--- src/sv/msd_pkg.sv ---
// Shared types and constants of the multichannel sample delay.
package msd_pkg;

    // Number of per-channel delay registers and width of a delay setting.
    localparam int NUM_DELAY_REGS   = 4;
    localparam int DELAY_CFG_BITS   = 13;
    localparam int CFG_ADDR_BITS    = 3;
    localparam int CFG_DATA_BITS    = 32;
    localparam int WORD_BITS        = 32;

    // Register indexes of the configuration port.
    localparam logic [CFG_ADDR_BITS-1:0] REG_DELAY_CHAN0 = 3'd0;
    localparam logic [CFG_ADDR_BITS-1:0] REG_DELAY_CHAN1 = 3'd1;
    localparam logic [CFG_ADDR_BITS-1:0] REG_DELAY_CHAN2 = 3'd2;
    localparam logic [CFG_ADDR_BITS-1:0] REG_DELAY_CHAN3 = 3'd3;
    localparam logic [CFG_ADDR_BITS-1:0] REG_SILENCE     = 3'd4;

    typedef logic [DELAY_CFG_BITS-1:0] delay_cfg_t;

    typedef struct packed {
        logic [1:0]           chan_index;
        logic [WORD_BITS-1:0] sample_in;
        logic                 block_end;
    } in_t;

    typedef struct packed {
        logic [1:0]           chan_out;
        logic [WORD_BITS-1:0] sample_out;
        logic                 block_end_out;
    } out_t;

    // Per-request decision of the position tracker, handed to the output pipeline.
    typedef struct packed {
        logic use_mem;
        logic filled;
    } ctl_t;

endpackage

--- src/sv/msd_pipe.sv ---
// Handshake pipeline: memory read stage followed by the output register.
module msd_pipe
#(
    parameter int SAMPLE_BITS = 32
)
(
    input  logic                           clk,
    input  logic                           rst_n,
    input  logic                           in_valid,
    output logic                           in_ready,
    input  msd_pkg::in_t                   in_data,
    output logic                           accept,
    input  msd_pkg::ctl_t                  ctl,
    input  logic [SAMPLE_BITS-1:0]         rdata,
    input  logic [msd_pkg::WORD_BITS-1:0]  silence,
    output logic                           out_valid,
    input  logic                           out_ready,
    output msd_pkg::out_t                  out_data
);

    logic                    s1_valid_reg;
    logic                    s1_valid_next;
    logic [1:0]              s1_chan_reg;
    logic [SAMPLE_BITS-1:0]  s1_sample_reg;
    logic                    s1_end_reg;
    msd_pkg::ctl_t           s1_ctl_reg;
    logic                    out_valid_reg;
    logic                    out_valid_next;
    msd_pkg::out_t           out_data_reg;
    logic                    out_free;
    logic                    s1_move;
    logic [SAMPLE_BITS-1:0]  s1_result;

    always_comb
    begin
        out_free       = !out_valid_reg || out_ready;
        s1_move        = s1_valid_reg && out_free;
        in_ready       = !s1_valid_reg || s1_move;
        accept         = in_valid && in_ready;
        s1_valid_next  = accept || (s1_valid_reg && !s1_move);
        out_valid_next = s1_move || (out_valid_reg && !out_ready);
        if (!s1_ctl_reg.use_mem)
        begin
            s1_result = s1_sample_reg;
        end
        else if (s1_ctl_reg.filled)
        begin
            s1_result = rdata;
        end
        else
        begin
            s1_result = silence[SAMPLE_BITS-1:0];
        end
    end

    always_ff @(posedge clk or negedge rst_n)
    begin
        if (!rst_n)
        begin
            s1_valid_reg  <= 1'b0;
            out_valid_reg <= 1'b0;
        end
        else
        begin
            s1_valid_reg  <= s1_valid_next;
            out_valid_reg <= out_valid_next;
        end
    end

    always_ff @(posedge clk)
    begin
        if (accept)
        begin
            s1_chan_reg   <= in_data.chan_index;
            s1_sample_reg <= in_data.sample_in[SAMPLE_BITS-1:0];
            s1_end_reg    <= in_data.block_end;
            s1_ctl_reg    <= ctl;
        end
        if (s1_move)
        begin
            out_data_reg.chan_out      <= s1_chan_reg;
            out_data_reg.sample_out    <= msd_pkg::WORD_BITS'(s1_result);
            out_data_reg.block_end_out <= s1_end_reg;
        end
    end

    assign out_valid = out_valid_reg;
    assign out_data  = out_data_reg;

endmodule

--- config.mk ---
export PLATFORM = sky130hd
export DESIGN_NAME = msd_pipe
export DESIGN_NICKNAME = d
export VERILOG_FILES = /design/src/sv/msd_pkg.sv /design/src/sv/msd_pipe.sv
export SDC_FILE = /design/constraint.sdc
export NUM_CORES = 1
export LEC_CHECK = 0
export ABC_CLOCK_PERIOD_IN_PS = 3200
export BUFFER_PORTS_ARGS = -buffer_cell sky130_fd_sc_hd__buf_4
export CORE_MARGIN = 4
export CORE_UTILIZATION = 35
export DETAILED_ROUTE_END_ITERATION = 6
export PLACE_DENSITY = 0.7
export SYNTH_ARGS = -nofsm -noshare
export SYNTH_HDL_FRONTEND = slang
export SYNTH_SLANG_ARGS = --single-unit
--- constraint.sdc ---
create_clock -name clk -period 3.2 [get_ports clk]
set_input_delay 0.64 -clock clk [delete_from_list [all_inputs] [get_ports clk]]
set_output_delay 0.64 -clock clk [all_outputs]
set_load 0.005 [all_outputs]
==> flow_summary.ini <==
[logic_synthesis]
synth.most_common_cell = edfxtp_1
synth_edf_count = 72
synth_top_family_by_area = multiplexers
synth_top_cell_by_area = edfxtp_1
avgSynthCellArea_um2 = 15.8
yosys.area_share.simple_pct = 5.37
synth_ff_type = edfxtp_1
yosysSeqAreaShare_pct = 74.8
synth_compound_area_share_pct = 5.42
ys_async_sr_fraction_pct = 2.70
synth_top_area_share_pct = 73.1
netlist_instances = 187
synth_area_leaders = edfxtp_1 (73%), mux2i_1 (11%), a21oi_1 (5.4%), nor2_1 (4.1%), buf_12 (2.0%)
syn_nets = 292
synth_area_um2 = 2960
yosys.area_share.xor_xnor_pct = 0
ys_ff_latch = 74
ys_types = 13
muxShareOfSynthArea_pct = 10.8
ys_top_cells_by_count = edfxtp_1 (72), a21oi_1 (32), mux2i_1 (32), nor2_1 (32)
synthAdderAreaFrac_pct = 0
synth_warnings = 0

[clocking]
cts_tree = yes
cts_hold_buf = 0
cts_resized = 0
clk_pin_slew_ns = 0.06
clock_sinks = 74
h-tree-depth = 3
clk_path_buf_depth = 2
post_cts_buffers = 0
clk-insertion-delay-late_ns = 0.33
numCtsBuffers = 9
cts_root_buf = clkbuf_8

[outcome]
status = finished, final reports clean

[worst_setup_path]
crit_slowest_cell = and2_2
path_class = in2out
worstPathCellList = buf_4, nand3b_1, and2_2, buf_4
cp_max_fo = 22
critical_path_arrival_ns = 1.59
crit_top_cell = buf_4
slowest_delay_ns = 0.52
critPathLaunchType = input pin
endpoint_kind = output pin
worstPathRequired_ns = 2.56

[routing]
routed_wl_um = 6270
drc = 0
postRouteAntennaNets = 0
drtIter0Drc = 44
vias_per_cell = 4.43
wl_per_cell_um = 14.2
vias = 1956
first_pass_iters = 4

[pwr]
peakVddDrop_v = 0.000240
p_per_area_nw_per_um2 = 482
power_leakage_nw = 1.80
total_power_w = 0.00204

[cells_and_area]
drive_gt1_share_pct = 47.8
num_antenna_cells = 0
syn_to_final_growth_pct = 43.2
final_util_pct = 51.5
largest_reg_flops = 35
layout.nets = 438

[floorplan]
ios = 143
start_util_pct = 36.0
core_um2 = 8220
dieWidth_um = 99.9
rows = 33
fp.dieH_um = 99.9
die_area_um2 = 9980

[sta]
final_max_slew_viol_count = 0
final.setup.worst_slack_ns = 0.969
skew_ns = 0.00697
timing.final.crit_share_pct = 69.7
fmax_ghz = 0.448
slew_headroom_pct = 44.6
whs_ns = 0.0856
worstMarginPinSlew_ns = 0.830
hold_violations = 0
post-route-min-period_ns = 2.23
rsz0062_at_grt = no
setup_violations = 0
final.setup.tns_ns = 0

[grt]
grt.overflow.total = 0
grt_pass1_vias = 1991
antenna_found_initial = 0
grt_pass1_wl_um = 9310
grt_max_degree = 65
gr-usage-all-layers_pct = 12.2

[hold_path]
hold_path.class = in2async

[placed_design]
io_buffers = 142
dp_slack_ns = 0.948
place_congestion = 0.721

[job]
drv_cap = 0
critical path: cells and delay by family:
family / cells / cell delay, ns
buffers and inverters: 2 / 0.29
and+or+nand+nor: 2 / 0.66
kinds of logic after synthesis:
family	count (synthesis)
buf+inv	11
flops	74
compound gates	32
mux	32
simple gates	38
stage by stage:
stage / std cells / instance area, um^2
detailed placement: 427 / 4080
global placement: 427 / 4080
global route: 442 / 4230
floorplan: 187 / 2960
CTS: 442 / 4230
finish: 442 / 4230
power breakdown:
| part | switching, W | internal (W) |
|---|---|---|
| Combinational | 0.000120 | 0.000166 |
| Clock | 0.000307 | 0.000272 |
| Sequential | 0.0000183 | 0.00115 |
| Total | 0.000445 | 0.00159 |
metal layers:
metal  share of wire [%]  vias up  track usage (%)  wire length (um)
li1                    -      985                -                 -
met1                  36      880             13.4              2290
met2                  52       86             20.9              3280
met3                  11        5             4.93               659
met4                0.67        0             5.04                42
met5                   0        -                0                 0
final timing paths:
| kind | slack [ns] | to | startpoint | cells after the start |
|---|---|---|---|---|
| min in group clk | 0.42 | out_data[33]$_DFFE_PP_ | s1_chan_reg[0]$_DFFE_PP_ | 0 |
| worst max-delay path | 0.97 | accept | out_ready | 4 |
| worst max register to register | 1.48 | s1_sample_reg[31]$_DFFE_PP_ | out_valid$_DFF_PN0_ | 3 |
| worst min register to register | 0.42 | out_data[33]$_DFFE_PP_ | s1_chan_reg[0]$_DFFE_PP_ | 0 |
| max in group asynchronous | 3.03 | s1_valid_reg$_DFF_PN0_ | rst_n | 1 |
| worst min-delay path | 0.09 | out_valid$_DFF_PN0_ | rst_n | 1 |
layout by cell type, fill, tap and decap left out:
cell | netlist | final
a21oi_1 | 32 | 32
and2_2 | 0 | 2
buf_4 | 1 | 146
clkbuf_1 | 3 | 2
clkbuf_8 | 0 | 9
clkinv_2 | 0 | 4
dfrtp_1 | 2 | 2
edfxtp_1 | 72 | 72
mux2i_1 | 32 | 32
nand2b_1 | 3 | 3
nand3b_1 | 1 | 1
nor2_1 | 32 | 32
layout make-up:
class | count | area [um^2]
multi-input combinational | 102 | 642
clock buffer | 11 | 131
tap | 105 | 131
fill | 720 | 3980
clock inverter | 4 | 20.0
timing repair buffer | 146 | 1100
sequential | 74 | 2210
(Power assumes the default switching activity.)
