==> src/sv/msd_pkg.sv <==
// Shared types and constants of the multichannel sample delay.
package msd_pkg;

    // Number of per-channel delay registers and width of a delay setting.
    localparam int NUM_DELAY_REGS   = 4;
    localparam int DELAY_CFG_BITS   = 13;
    localparam int CFG_ADDR_BITS    = 3;
    localparam int CFG_DATA_BITS    = 32;
    localparam int WORD_BITS        = 32;

    // Register indexes of the configuration port.
    localparam logic [CFG_ADDR_BITS-1:0] REG_DELAY_CHAN0 = 3'd0;
    localparam logic [CFG_ADDR_BITS-1:0] REG_DELAY_CHAN1 = 3'd1;
    localparam logic [CFG_ADDR_BITS-1:0] REG_DELAY_CHAN2 = 3'd2;
    localparam logic [CFG_ADDR_BITS-1:0] REG_DELAY_CHAN3 = 3'd3;
    localparam logic [CFG_ADDR_BITS-1:0] REG_SILENCE     = 3'd4;

    typedef logic [DELAY_CFG_BITS-1:0] delay_cfg_t;

    typedef struct packed {
        logic [1:0]           chan_index;
        logic [WORD_BITS-1:0] sample_in;
        logic                 block_end;
    } in_t;

    typedef struct packed {
        logic [1:0]           chan_out;
        logic [WORD_BITS-1:0] sample_out;
        logic                 block_end_out;
    } out_t;

    // Per-request decision of the position tracker, handed to the output pipeline.
    typedef struct packed {
        logic use_mem;
        logic filled;
    } ctl_t;

endpackage

==> src/sv/msd_track.sv <==
// Per-channel write position and fill tracking, and memory address generation.
module msd_track
#(
    parameter int CHANNELS  = 4,
    parameter int MAX_DELAY = 4096,
    parameter int ADDR_BITS = 14
)
(
    input  logic                   clk,
    input  logic                   rst_n,
    input  logic                   accept,
    input  logic [1:0]             chan,
    input  msd_pkg::delay_cfg_t    delay [msd_pkg::NUM_DELAY_REGS],
    output logic [ADDR_BITS-1:0]   addr,
    output msd_pkg::ctl_t          ctl
);

    localparam int POS_BITS  = (MAX_DELAY > 1) ? $clog2(MAX_DELAY) : 1;
    localparam int DLY_WIDTH = $clog2(MAX_DELAY + 1);
    localparam int EFF_BITS  = (DLY_WIDTH > msd_pkg::DELAY_CFG_BITS) ?
                               DLY_WIDTH : msd_pkg::DELAY_CFG_BITS;

    logic [POS_BITS-1:0]  wpos_reg   [msd_pkg::NUM_DELAY_REGS];
    logic [POS_BITS-1:0]  wpos_next;
    logic                 filled_reg [msd_pkg::NUM_DELAY_REGS];
    logic [EFF_BITS-1:0]  dly_cfg;
    logic [EFF_BITS-1:0]  dly_eff;
    logic [POS_BITS-1:0]  pos_cur;
    logic [EFF_BITS-1:0]  pos_inc;
    logic                 wrap;
    logic                 present;

    always_comb
    begin
        present = (int'(chan) < CHANNELS);
        dly_cfg = EFF_BITS'(delay[chan]);
        dly_eff = (dly_cfg > EFF_BITS'(MAX_DELAY)) ? EFF_BITS'(MAX_DELAY) : dly_cfg;
        // A position left beyond a shortened delay starts over at the region base.
        pos_cur = (EFF_BITS'(wpos_reg[chan]) >= dly_eff) ? '0 : wpos_reg[chan];
        pos_inc = EFF_BITS'(pos_cur) + EFF_BITS'(1);
        wrap    = (pos_inc >= dly_eff);
        wpos_next = wrap ? '0 : pos_inc[POS_BITS-1:0];
        addr    = (ADDR_BITS'(chan) * ADDR_BITS'(MAX_DELAY)) + ADDR_BITS'(pos_cur);
        ctl.use_mem = present && (dly_eff != '0);
        ctl.filled  = filled_reg[chan];
    end

    always_ff @(posedge clk or negedge rst_n)
    begin
        if (!rst_n)
        begin
            for (int i = 0; i < msd_pkg::NUM_DELAY_REGS; i++)
            begin
                wpos_reg[i]   <= '0;
                filled_reg[i] <= 1'b0;
            end
        end
        else if (accept && ctl.use_mem)
        begin
            wpos_reg[chan] <= wpos_next;
            if (wrap)
            begin
                filled_reg[chan] <= 1'b1;
            end
        end
    end

endmodule

==> config.mk <==
export PLATFORM = sky130hd
export DESIGN_NAME = msd_track
export DESIGN_NICKNAME = d
export VERILOG_FILES = /design/src/sv/msd_pkg.sv /design/src/sv/msd_track.sv
export SDC_FILE = /design/constraint.sdc
export NUM_CORES = 1
export LEC_CHECK = 0
export BUFFER_PORTS_ARGS = -buffer_cell sky130_fd_sc_hd__buf_2
export CORE_UTILIZATION = 30
export DETAILED_ROUTE_END_ITERATION = 8
export SKIP_LAST_GASP = 1
export SLEW_MARGIN = 20
export SYNTH_ARGS = -nofsm -noshare
export SYNTH_HDL_FRONTEND = slang
export SYNTH_SLANG_ARGS = --single-unit
==> constraint.sdc <==
create_clock -name clk -period 10.3 [get_ports clk]
set_input_delay 2.06 -clock clk [delete_from_list [all_inputs] [get_ports clk]]
set_output_delay 2.06 -clock clk [all_outputs]
set_load 0.01 [all_outputs]
==> run summary <==
Run status = finished with violations
Failing checks = DRC
Hold Vio Cnt, Final = 0
Synth cell types = 37
Drt pass-1 iters = 7
Pin count of the biggest net entering global routing = 53
Most frequent cells in the layout = buf_2 (71), dfrtp_1 (52), mux2_1 (40)
Fmax = 128.2 MHz
Final Core Density = 36.54%
Total power = 0.6857 mW
Crit-path slowest cell = mux4_2
Clock transition at path regs = 0.06 ns
Via-per-instance ratio = 5.288
Cell accounting for the most synthesized area = dfrtp_1
Starting Density = 31.10%
Post-Synth XOR/XNOR Area = 2.678%
Most common cell after layout, fill and taps aside = buf_2
CTS tree = done
CP startpoint kind = input port
Post-Place Cells = 505
Largest family of logic cells by synthesized area = multiplexers
Worst Skew = 0.006117 ns
Die X = 111.5 um
Pint = 0.4678 mW
Clock sinks = 52
First-pass GRT wire length = 14430 um
Buf+Inv Stages, Crit Path = 5
Slew headroom = 53.19%
Cells after synthesis = 304
Max Slew Vio Count = 0
Worst vdd ir = 70.40 uV
Skew-Pair Late Insertion Delay = 0.28 ns
CTS Root Cell = clkbuf_16
Critical Path End Type = output pin
Worst Path Class, Setup = input port to output pin
Final HPWL DP = 6469 um
Vias in the first global route = 2825
Clk buf depth = 2
Total I/O pin count = 73
H-tree levels = 2
Fin cells = 511
Post-Syn Area = 0.003597 mm2
Final Wtd Congestion = 0.8999
Initial antenna violation count = 0
Worst path max stage delay = 0.60 ns
Hold_buf cts = 0
Antenna viol nets, final = 0
RSZ-0062 raised after global routing = no
Post-synth EDFFs = 0
R2r endpoint = wpos_reg[40]
Synth area leaders = dfrtp_1 (36%), mux4_2 (16%), mux2_1 (13%), ha_1 (8.7%), nor2_1 (2.5%)
Drt first-iter violations = 127
Input/output buffers = 72
HP Class = flip-flop to flip-flop
Worst path top cell family by delay = buffers and inverters
Max Fanout on Critical Path = 33
Setup crit end = addr[0]
Die Height = 111.5 um
Multiplexer share of the synthesized area = 28.80%
Synth Area in Compound Gates = 6.539%
Row Count = 39
All-Layer GR Usage = 14.45%
Die ar. = 0.01243 mm2
Critical path depth in cells = 13
Clock share of power = 26.0%
Vias after detailed routing = 2702
Residual DRC = 9
Drt wl/cell = 16.73 um
Post-synth top area share = 36.17%
Switching share of power = 31.77%
Syn_nets = 386
Synth Warn # = 0
R2R setup slack = 5.44 ns
#FFs+latches synth = 52
CP Cell Sequence = buf_2 -> buf_4 -> mux4_2 -> inv_1 -> nand2_1 -> ha_1 -> a211oi_1 -> o211ai_1 -> a221oi_1 -> a21oi_2 -> buf_4 -> nor2_1 -> buf_2
Post-CTS Repair Setup Buffers = 0
Worst-Margin Slew = 0.7021 ns
Simple-gate share of the synthesized area = 13.53%
P_sw = 0.2179 mW
Seq. cell area = 0.001301 mm2
R2R Path Start = wpos_reg[8]
WP data required = 8.24 ns
GRT overflow = 0
Async SR Flop Fraction = 100.0%
Crit share post-route = 75.72%
CTS resizes = 0
Synth Area in Adders = 8.696%
Layout area overhead = 17.46%
Top FF cell, synth = dfrtp_1
CP startpoint = chan[0]
Fraction of layout cells with a size suffix above 1 = 32.34%
# fillers = 1102
Power Dens Cells = 162.3 mW/mm2
Avg Inst Size Synth = 11.83 um2
Final hold slack = 0.4569 ns
Gate power share = 36.4%
Arrival time worst endpoint = 5.74 ns
Reg2reg path depth = 16
Final setup TNS = 0 ns
Final count of negative-setup-slack endpoints = 0
Register area share after synthesis = 36.17%
Final #Nets = 451
Min Tclk post-route = 7.799 ns
Leakage = 2.063 nW
Core ar. = 0.01156 mm2
TritonCTS buffer count = 5
Seq pwr share = 37.6%
Antenna cells = 0
Max reg flops = 48
Multi-input gate area = 0.002171 mm2
Max Cap Viol = 0
Drt total wl = 8548 um
stage by stage:
stage / setup slack, ns / cell area [um2]
CTS: 2.436 / 4225
detailed placement: 2.424 / 4070
finish: 2.501 / 4225
floorplan: 3.183 / 3597
global placement: 2.605 / 4068
global route: 2.112 / 4225
worst register-to-register path: stages (launching register included):
cell,delay (ns)
dfrtp_1,0.37
mux4_2,0.56
ha_1,0.37
a211oi_1,0.25
o211ai_1,0.12
a221oi_1,0.39
a21oi_2,0.11
buf_4,0.25
nor2_1,0.39
ha_1,0.32
a211oi_1,0.24
o31ai_1,0.11
a221oi_1,0.30
o211ai_1,0.14
buf_4,0.23
nor3_1,0.41
mux2_1,0.22
routing by layer:
layer	GRT usage [%]	up-vias	wire length, um
li1	-	1265	-
met1	19.18	1358	3967
met2	24.58	73	4117
met3	2.395	6	391
met4	3.514	0	72
met5	0	-	0
worst min-delay path by stage:
stage,start,end,slack [ns],cells after the start
finish,filled_reg[0],filled_reg[0],0.46,1
global route,filled_reg[0],filled_reg[0],0.47,1
CTS,filled_reg[0],filled_reg[0],0.46,1
detailed placement,filled_reg[0],filled_reg[0],0.45,1
global placement,filled_reg[2],filled_reg[2],0.44,1
floorplan,filled_reg[2],filled_reg[2],0.42,1
synth_stat cells (2+ instances only):
master and instances:
a211oi_1 2, and3_1 2, o211ai_1 2, o31ai_1 2, nand2b_1 2, xnor2_1 8
ha_1 25, a22o_1 8, inv_2 3, nor2_1 24, nand2_1 20, nor3_1 11
nand3_1 7, xor2_1 3, clkbuf_1 4, nor2b_1 12, mux4_2 26, nand4_2 2
dfrtp_1 52, a21oi_1 7, nor4_2 3, nor3_2 2, a221oi_1 2, a21o_1 6
inv_1 6, buf_2 7, nand4b_1 2, nand4_1 3, mux2_1 40, buf_4 4
layout make-up:
class                   instances  share of cell area (%)
clock inverters                 1                  0.7107
well taps                     143                   4.235
flip-flops and latches         52                   30.80
clock buffers                   5                   2.961
multi-input cells             226                   51.38
repair buffers                 75                   9.121
inverters                       9                  0.7995
kinds of logic after synthesis:
| group | count (synthesis) |
|---|---|
| xor+xnor | 11 |
| fa+ha+maj | 25 |
| compound gates | 32 |
| mux | 66 |
| flops | 52 |
| buf+inv | 26 |
| simple gates | 92 |
power groups by stage:
stage	Clock, mW	Sequential (mW)	Combinational [mW]
3_3_place_gp	0	0.258	0.244
3_5_place_dp	0	0.261	0.250
2_1_floorplan	0	0.255	0.184
4_1_cts	0.183	0.258	0.252
6_report	0.178	0.258	0.249
5_1_grt	0.189	0.263	0.282
Power figures use the tool's default switching activity.
