$ cat src/sv/msd_pkg.sv
// Shared types and constants of the multichannel sample delay.
package msd_pkg;

    // Number of per-channel delay registers and width of a delay setting.
    localparam int NUM_DELAY_REGS   = 4;
    localparam int DELAY_CFG_BITS   = 13;
    localparam int CFG_ADDR_BITS    = 3;
    localparam int CFG_DATA_BITS    = 32;
    localparam int WORD_BITS        = 32;

    // Register indexes of the configuration port.
    localparam logic [CFG_ADDR_BITS-1:0] REG_DELAY_CHAN0 = 3'd0;
    localparam logic [CFG_ADDR_BITS-1:0] REG_DELAY_CHAN1 = 3'd1;
    localparam logic [CFG_ADDR_BITS-1:0] REG_DELAY_CHAN2 = 3'd2;
    localparam logic [CFG_ADDR_BITS-1:0] REG_DELAY_CHAN3 = 3'd3;
    localparam logic [CFG_ADDR_BITS-1:0] REG_SILENCE     = 3'd4;

    typedef logic [DELAY_CFG_BITS-1:0] delay_cfg_t;

    typedef struct packed {
        logic [1:0]           chan_index;
        logic [WORD_BITS-1:0] sample_in;
        logic                 block_end;
    } in_t;

    typedef struct packed {
        logic [1:0]           chan_out;
        logic [WORD_BITS-1:0] sample_out;
        logic                 block_end_out;
    } out_t;

    // Per-request decision of the position tracker, handed to the output pipeline.
    typedef struct packed {
        logic use_mem;
        logic filled;
    } ctl_t;

endpackage

$ cat src/sv/msd_cfg.sv
// Configuration registers: per-channel delays and the silence word.
module msd_cfg
(
    input  logic                                  clk,
    input  logic                                  rst_n,
    input  logic                                  cfg_wen,
    input  logic [msd_pkg::CFG_ADDR_BITS-1:0]     cfg_addr,
    input  logic [msd_pkg::CFG_DATA_BITS-1:0]     cfg_wdata,
    output msd_pkg::delay_cfg_t                   delay [msd_pkg::NUM_DELAY_REGS],
    output logic [msd_pkg::WORD_BITS-1:0]         silence
);

    msd_pkg::delay_cfg_t              delay_reg [msd_pkg::NUM_DELAY_REGS];
    logic [msd_pkg::WORD_BITS-1:0]    silence_reg;

    always_ff @(posedge clk or negedge rst_n)
    begin
        if (!rst_n)
        begin
            for (int i = 0; i < msd_pkg::NUM_DELAY_REGS; i++)
            begin
                delay_reg[i] <= '0;
            end
            silence_reg <= '0;
        end
        else if (cfg_wen)
        begin
            unique case (cfg_addr) inside
                msd_pkg::REG_DELAY_CHAN0, msd_pkg::REG_DELAY_CHAN1,
                msd_pkg::REG_DELAY_CHAN2, msd_pkg::REG_DELAY_CHAN3:
                begin
                    delay_reg[cfg_addr[1:0]] <= cfg_wdata[msd_pkg::DELAY_CFG_BITS-1:0];
                end
                msd_pkg::REG_SILENCE:
                begin
                    silence_reg <= cfg_wdata[msd_pkg::WORD_BITS-1:0];
                end
                default:
                begin
                end
            endcase
        end
    end

    assign delay   = delay_reg;
    assign silence = silence_reg;

endmodule

$ cat config.mk
export PLATFORM = sky130hd
export DESIGN_NAME = msd_cfg
export DESIGN_NICKNAME = d
export VERILOG_FILES = /design/src/sv/msd_pkg.sv /design/src/sv/msd_cfg.sv
export SDC_FILE = /design/constraint.sdc
export NUM_CORES = 1
export LEC_CHECK = 0
export BUFFER_PORTS_ARGS = -buffer_cell sky130_fd_sc_hd__clkbuf_2
export CORE_ASPECT_RATIO = 2
export CORE_MARGIN = 8
export CORE_UTILIZATION = 45
export CTS_CLUSTER_DIAMETER = 200
export DETAILED_ROUTE_END_ITERATION = 8
export HOLD_SLACK_MARGIN = 0.12
export PLACE_DENSITY = 0.84
export SLEW_MARGIN = 10
export SYNTH_ARGS = -nofsm -noshare
export SYNTH_HDL_FRONTEND = slang
export SYNTH_SLANG_ARGS = --single-unit
$ cat constraint.sdc
create_clock -name clk -period 2.15 [get_ports clk]
set_clock_uncertainty 0.2 [all_clocks]
set_input_delay 0.43 -clock clk [delete_from_list [all_inputs] [get_ports clk]]
set_output_delay 0.43 -clock clk [all_outputs]
set_load 0.02 [all_outputs]
==> qor.yml, run 1 <==
final_nets: 358
h-tree-depth: 3
p_per_area_nw_per_um2: 1120
track_usage_pct: 15.6
drt-total-wl_um: 8100
grt_pass1_vias: 2356
crit_path_top_delay_cell: "nor4bb_4"
path_clk_slew_ns: 0.06
io_pins: 122
postCtsSetupBuffers: 0
synth_seq_cells: 84
row_count: 44
cts_tree: "yes"
grt_pass1_wl_um: 12700
slew_violations: 0
arrival_ns: 1.59
ys_seq_area_share_pct: 63.3
hpwl_um: 6270
die-area_um2: 10600
final-hold-violation-count: 0
status: "complete, no violations"
synth_compound_area_share_pct: 0
crit_fanout: 25
insertion_delay_ns: 0.32
grt_antenna_before_repair: 0
largest_register_ffs: 52
synth_top_family_by_area: "multiplexers"
num-fill-cells: 552
drc: 0
finalSetupViolCount: 0
dp_cells: 397
die_w_um: 76.8
ant_nets: 0
r2r_cells: 1
ctsResizeCount: 0
fin_util_pct: 61.1
slowest_delay_ns: 0.38
cpLargestDelayFamily: "buffers and inverters"
max_slew.worst_pin.slew_ns: 0.414
end_kind: "register"
vias_per_cell: 4.98
syn_area_um2: 3320
core_um2: 7210
layout-drive-gt1-share_pct: 72.3
grt_overflow: 0
grt_max_degree: 36
timing.fmax_mhz: 633
finalCritPeriodShare_pct: 73.4
grt_setup_unrepaired: "false"
syn_inst: 181
cts_buffers: 9
tns_ns: 0
dpl_worst_slack_ns: 0.231
hp-class: "primary input to register"
cp.depth: 4
synth-simple-area-share_pct: 2.03
root_buffer: "clkbuf_16"
ir_worst_vdd_mv: 0.709
portBuffers: 121
diodes: 0
gp_congestion: 0.761
syn_nets: 219
crit_chain: "clkbuf_2 > nor4bb_4 > buf_12 > mux2_2"
dr.first_iter.drc_count: 81
reg2reg_from: "silence[23]"
vias: 2077
synthMuxAreaShare_pct: 31.9
max_cap_violations: 0
crit_buf_inv: 2
p_leak_nw: 2.18
setup_ws_ns: 0.571
min_path_cells: 2
synth_cell_type_count: 11
cts.sinks: 84
crit_start: "cfg_addr[2]"
wire_per_inst_um: 19.4
slew_headroom_pct: 72.4
yosysWarnings: 0
synth_fa_ha_area_share_pct: 0
synth.avg_cell_area_um2: 18.4
final_cells: 417
fin_crit_ns: 1.58
start_util_pct: 46.1
die_h_um: 138
min_from: "cfg_wdata[19]"
synth_xor_xnor_area_share_pct: 0
criticalPathCategory: "primary input to register"
required_ns: 2.16
area_growth_pct: 32.5
cts_buffer_depth: 2
timing.hold.ws_ns: 0.136
cp-start-kind: "primary input"
ctsHoldBuffers: 4
drtPass1Iterations: 4
final timing paths:
| check | end | slack, ns |
|---|---|---|
| max | silence[31] | 0.57 |
| min | silence[19] | 0.14 |
| max reg2reg | silence[23] | 1.16 |
| min reg2reg | delay[21] | 0.31 |
| max in group asynchronous | delay[4] | 0.77 |
| min in group asynchronous | silence[19] | 0.39 |
report_power, final:
group	switching, W	internal (W)	total [W]
clock network	0.000580	0.000844	0.00142
registers	0.000199	0.00193	0.00213
logic	0.000789	0.000600	0.00139
total	0.00157	0.00338	0.00494
layer usage:
metal | GRT usage [%] | wire, um | part of all wire (%) | vias up
met5 | 0 | 0 | 0 | -
met4 | 9.27 | 217 | 2.7 | 0
met3 | 3.79 | 326 | 4.0 | 13
met2 | 28.7 | 4750 | 59 | 60
met1 | 15.2 | 2810 | 35 | 1081
li1 | - | - | - | 923
stage by stage:
| step | instance area [um^2] | total power [W] |
|---|---|---|
| global placement | 4070 | 0.00351 |
| floorplan | 3320 | 0.00297 |
| detailed placement | 4070 | 0.00356 |
| finish | 4400 | 0.00494 |
| global route | 4400 | 0.00517 |
| CTS | 4400 | 0.00502 |
layout make-up:
cell class / instances / area (um^2) / area share [%]
repair buffers: 136 / 756 / 17.2
clock buffers: 11 / 253 / 5.74
clock inverters: 5 / 36.3 / 0.824
flip-flops and latches: 84 / 2100 / 47.7
well taps: 92 / 115 / 2.61
multi-input cells: 89 / 1140 / 25.9
cell families after synthesis:
| kind of cell | Yosys count |
|---|---|
| buffers and inverters | 8 |
| flip-flops | 84 |
| multiplexers | 84 |
| AND/OR/NAND/NOR | 5 |
cell usage in the layout (no fill, tap or decap):
master	synthesis	final
clkbuf_2	0	120
dfrtp_1	84	84
mux2_2	54	54
mux2_4	30	30
buf_4	4	10
clkbuf_16	0	9
dlygate4sd3_1	0	4
clkinvlp_4	0	3
clkbuf_8	0	2
buf_12	3	2
and4bb_1	1	1
and4bb_2	1	1
nand4b_1	1	1
nor4bb_4	0	1
nor4b_4	1	1
clkinv_4	0	1
clkinv_2	0	1
Yosys cell counts:
master / count / area (um^2)
buf_4: 4 / 30.0
mux2_4: 30 / 450
buf_2: 1 / 5.00
nand4b_1: 1 / 8.76
nor4bb_1: 1 / 10.0
buf_12: 3 / 60.1
and4bb_1: 1 / 12.5
mux2_2: 54 / 608
and4bb_2: 1 / 12.5
dfrtp_1: 84 / 2100
nor4b_4: 1 / 23.8
(Power assumes the default switching activity.)
==> run 2, diff against run 1 <==
==> constraint.sdc (replaced) <==
create_clock -name clk -period 1.51 [get_ports clk]
set_clock_uncertainty 0.2 [all_clocks]
set_input_delay 0.302 -clock clk [delete_from_list [all_inputs] [get_ports clk]]
set_output_delay 0.302 -clock clk [all_outputs]
set_load 0.02 [all_outputs]
==> run 2 against run 1 <==
  * Hold slack better by 0.092 ns
  * Die area is the same
  * Global-route usage increased by 1.6 points
  * Wire length rose by 6.3%
  * Combinational power grew 48%
  * Worst setup slack lost 0.49 ns
  * Critical path depth did not move
  * Sequential share of layout area fell by 3.6 points
  * Largest power group unchanged
==> qor.yml, run 2 (synthesis results as in run 1) <==
status: "complete, no violations"
required_ns: 1.52  # -0.64 ns
start_util_pct: 46.1  # unchanged
max_cap_violations: 0  # unchanged
arrival_ns: 1.44  # -0.15 ns
slew_violations: 0  # unchanged
reg2reg_from: "silence[23]"
drtPass1Iterations: 4  # unchanged
final-hold-violation-count: 0  # unchanged
num-fill-cells: 530  # -4.0%
power.clock.fraction_pct: 30.5  # +1.7 points
grt_pass1_wl_um: 13800  # +9.1%
largest_register_ffs: 52  # unchanged
p_per_area_nw_per_um2: 1540  # +37%
fin_crit_ns: 1.43
vias_per_cell: 4.86  # -2.4%
met3_wirelength_um: 442  # +36%
setup_ws_ns: 0.0810  # -0.490 ns
switching_power_w: 0.00229  # +46%
die-area_um2: 10600  # unchanged
hpwl_um: 6180  # -1.5%
io_pins: 122  # unchanged
insertion_delay_ns: 0.33  # about the same
seqPwrFrac_pct: 41.4  # -1.7 points
internal_power_w: 0.00504  # +49%
cts_buffer_depth: 2  # unchanged
track_usage_pct: 17.2  # +1.6 points
combPwrFrac_pct: 28.1  # about the same
wire_per_inst_um: 19.2  # -1.1%
top_layer: "met4"
core_um2: 7210  # unchanged
end_kind: "register"
cts_tree: "yes"
dp_cells: 399  # +0.50%
crit_chain: "clkbuf_2 > nor4bb_4 > buf_12 > mux2_2"
die_h_um: 138  # unchanged
wl_met1_um: 3050  # +8.4%
cp-start-kind: "primary input"
slowest_delay_ns: 0.37  # about the same
regToRegEndpoint: "silence[23]"
row_count: 44  # unchanged
criticalPathCategory: "primary input to register"
dpl_worst_slack_ns: -0.272  # -0.503 ns
hp-class: "primary input to async pin"
grt_antenna_before_repair: 0  # unchanged
timing.fmax_mhz: 700
grt_setup_unrepaired: "false"
layout-drive-gt1-share_pct: 66.6  # -5.7 points
r2r_cells: 1  # unchanged
diodes: 0  # unchanged
swShare_pct: 31.3  # -0.45 points
drt-total-wl_um: 8610  # +6.3%
final_common_cell: "clkbuf_2"
grt_max_degree: 39  # +8.3%
die_w_um: 76.8  # unchanged
slew_headroom_pct: 79.0  # +6.6 points
route.met2.wl_um: 4840  # +1.9%
crit_start: "cfg_addr[1]"
cts_buffers: 9  # unchanged
portBuffers: 121  # unchanged
ir_worst_vdd_mv: 0.937  # +32%
max_slew.worst_pin.slew_ns: 0.315  # -0.0989 ns
grt_pass1_vias: 2502  # +6.2%
crit_path_top_delay_cell: "nor4bb_4"
drc: 0  # unchanged
path_clk_slew_ns: 0.06  # about the same
mostFrequentLayoutCells: "120 x clkbuf_2, 84 x dfrtp_1, 54 x mux2_2"
ant_nets: 0  # unchanged
final_cells: 448  # +7.4%
vias: 2177  # +4.8%
gp_congestion: 0.752  # -1.2%
grt_overflow: 0  # unchanged
rrSetupSlack_ns: 0.51  # -0.65 ns
crit_fanout: 25  # unchanged
root_buffer: "clkbuf_16"
dr.first_iter.drc_count: 68  # -16%
final_nets: 389  # +8.7%
p_leak_nw: 2.35  # +7.6%
finalSetupViolCount: 0  # unchanged
cpLargestDelayFamily: "buffers and inverters"
cts.sinks: 84  # unchanged
area_growth_pct: 43.4
crit_buf_inv: 2  # unchanged
h-tree-depth: 3  # unchanged
finalCritPeriodShare_pct: 94.6
run 2: through the flow:
stage               utilization, %  setup TNS [ns]  power [W]  hold WS (ns)  cell area (um^2)
CTS                           66.1               0    0.00743         0.197              4770
finish                        66.1               0    0.00733         0.228              4770
global route                  66.1               0    0.00766         0.246              4770
floorplan                        -         -0.0814    0.00423        -0.194              3330
detailed placement            57.2          -15.72    0.00509        0.0187              4130
global placement              57.2          -14.01    0.00501       0.00903              4130
run 2: power groups by stage:
stage               combinational (W)  sequential [W]  clock [W]
floorplan                    0.000578         0.00365          0
global placement              0.00197         0.00304          0
detailed placement            0.00202         0.00307          0
CTS                           0.00210         0.00303    0.00230
global route                  0.00218         0.00309    0.00238
finish                        0.00206         0.00303    0.00223
run 2: worst max-delay path by stage:
stage                        endpoint  slack, ns  depth (start not counted)
final                     silence[31]       0.08                          4
after detailed placement  silence[31]      -0.27                          4
after floorplan           silence[10]     -0.003                          4
after global placement    silence[31]      -0.23                          4
after global routing      silence[31]       0.04                          4
after CTS                  silence[7]       0.08                          1
run 2: layout make-up:
class | count | area (um^2) | share of cell area (%)
multi-input cells | 89 | 1140 | 23.9
well taps | 92 | 115 | 2.41
clock buffers | 11 | 253 | 5.30
flip-flops and latches | 84 | 2100 | 44.1
repair buffers | 167 | 1100 | 23.0
clock inverters | 5 | 57.6 | 1.21
run 2: routing by layer:
layer | track usage, % | vias to the layer above
li1 | - | 986
met1 | 17.7 | 1109
met2 | 30.3 | 67
met3 | 4.90 | 15
met4 | 9.91 | 0
met5 | 0 | -
run 2: timing repair:
| item | 4_1_cts | 5_1_grt |
|---|---|---|
| endpoints found under the hold margin | 168 | 0 |
| buffers inserted | 0 | 0 |
| hold buffers | 33 | 0 |
| gates resized for setup | 0 | 0 |
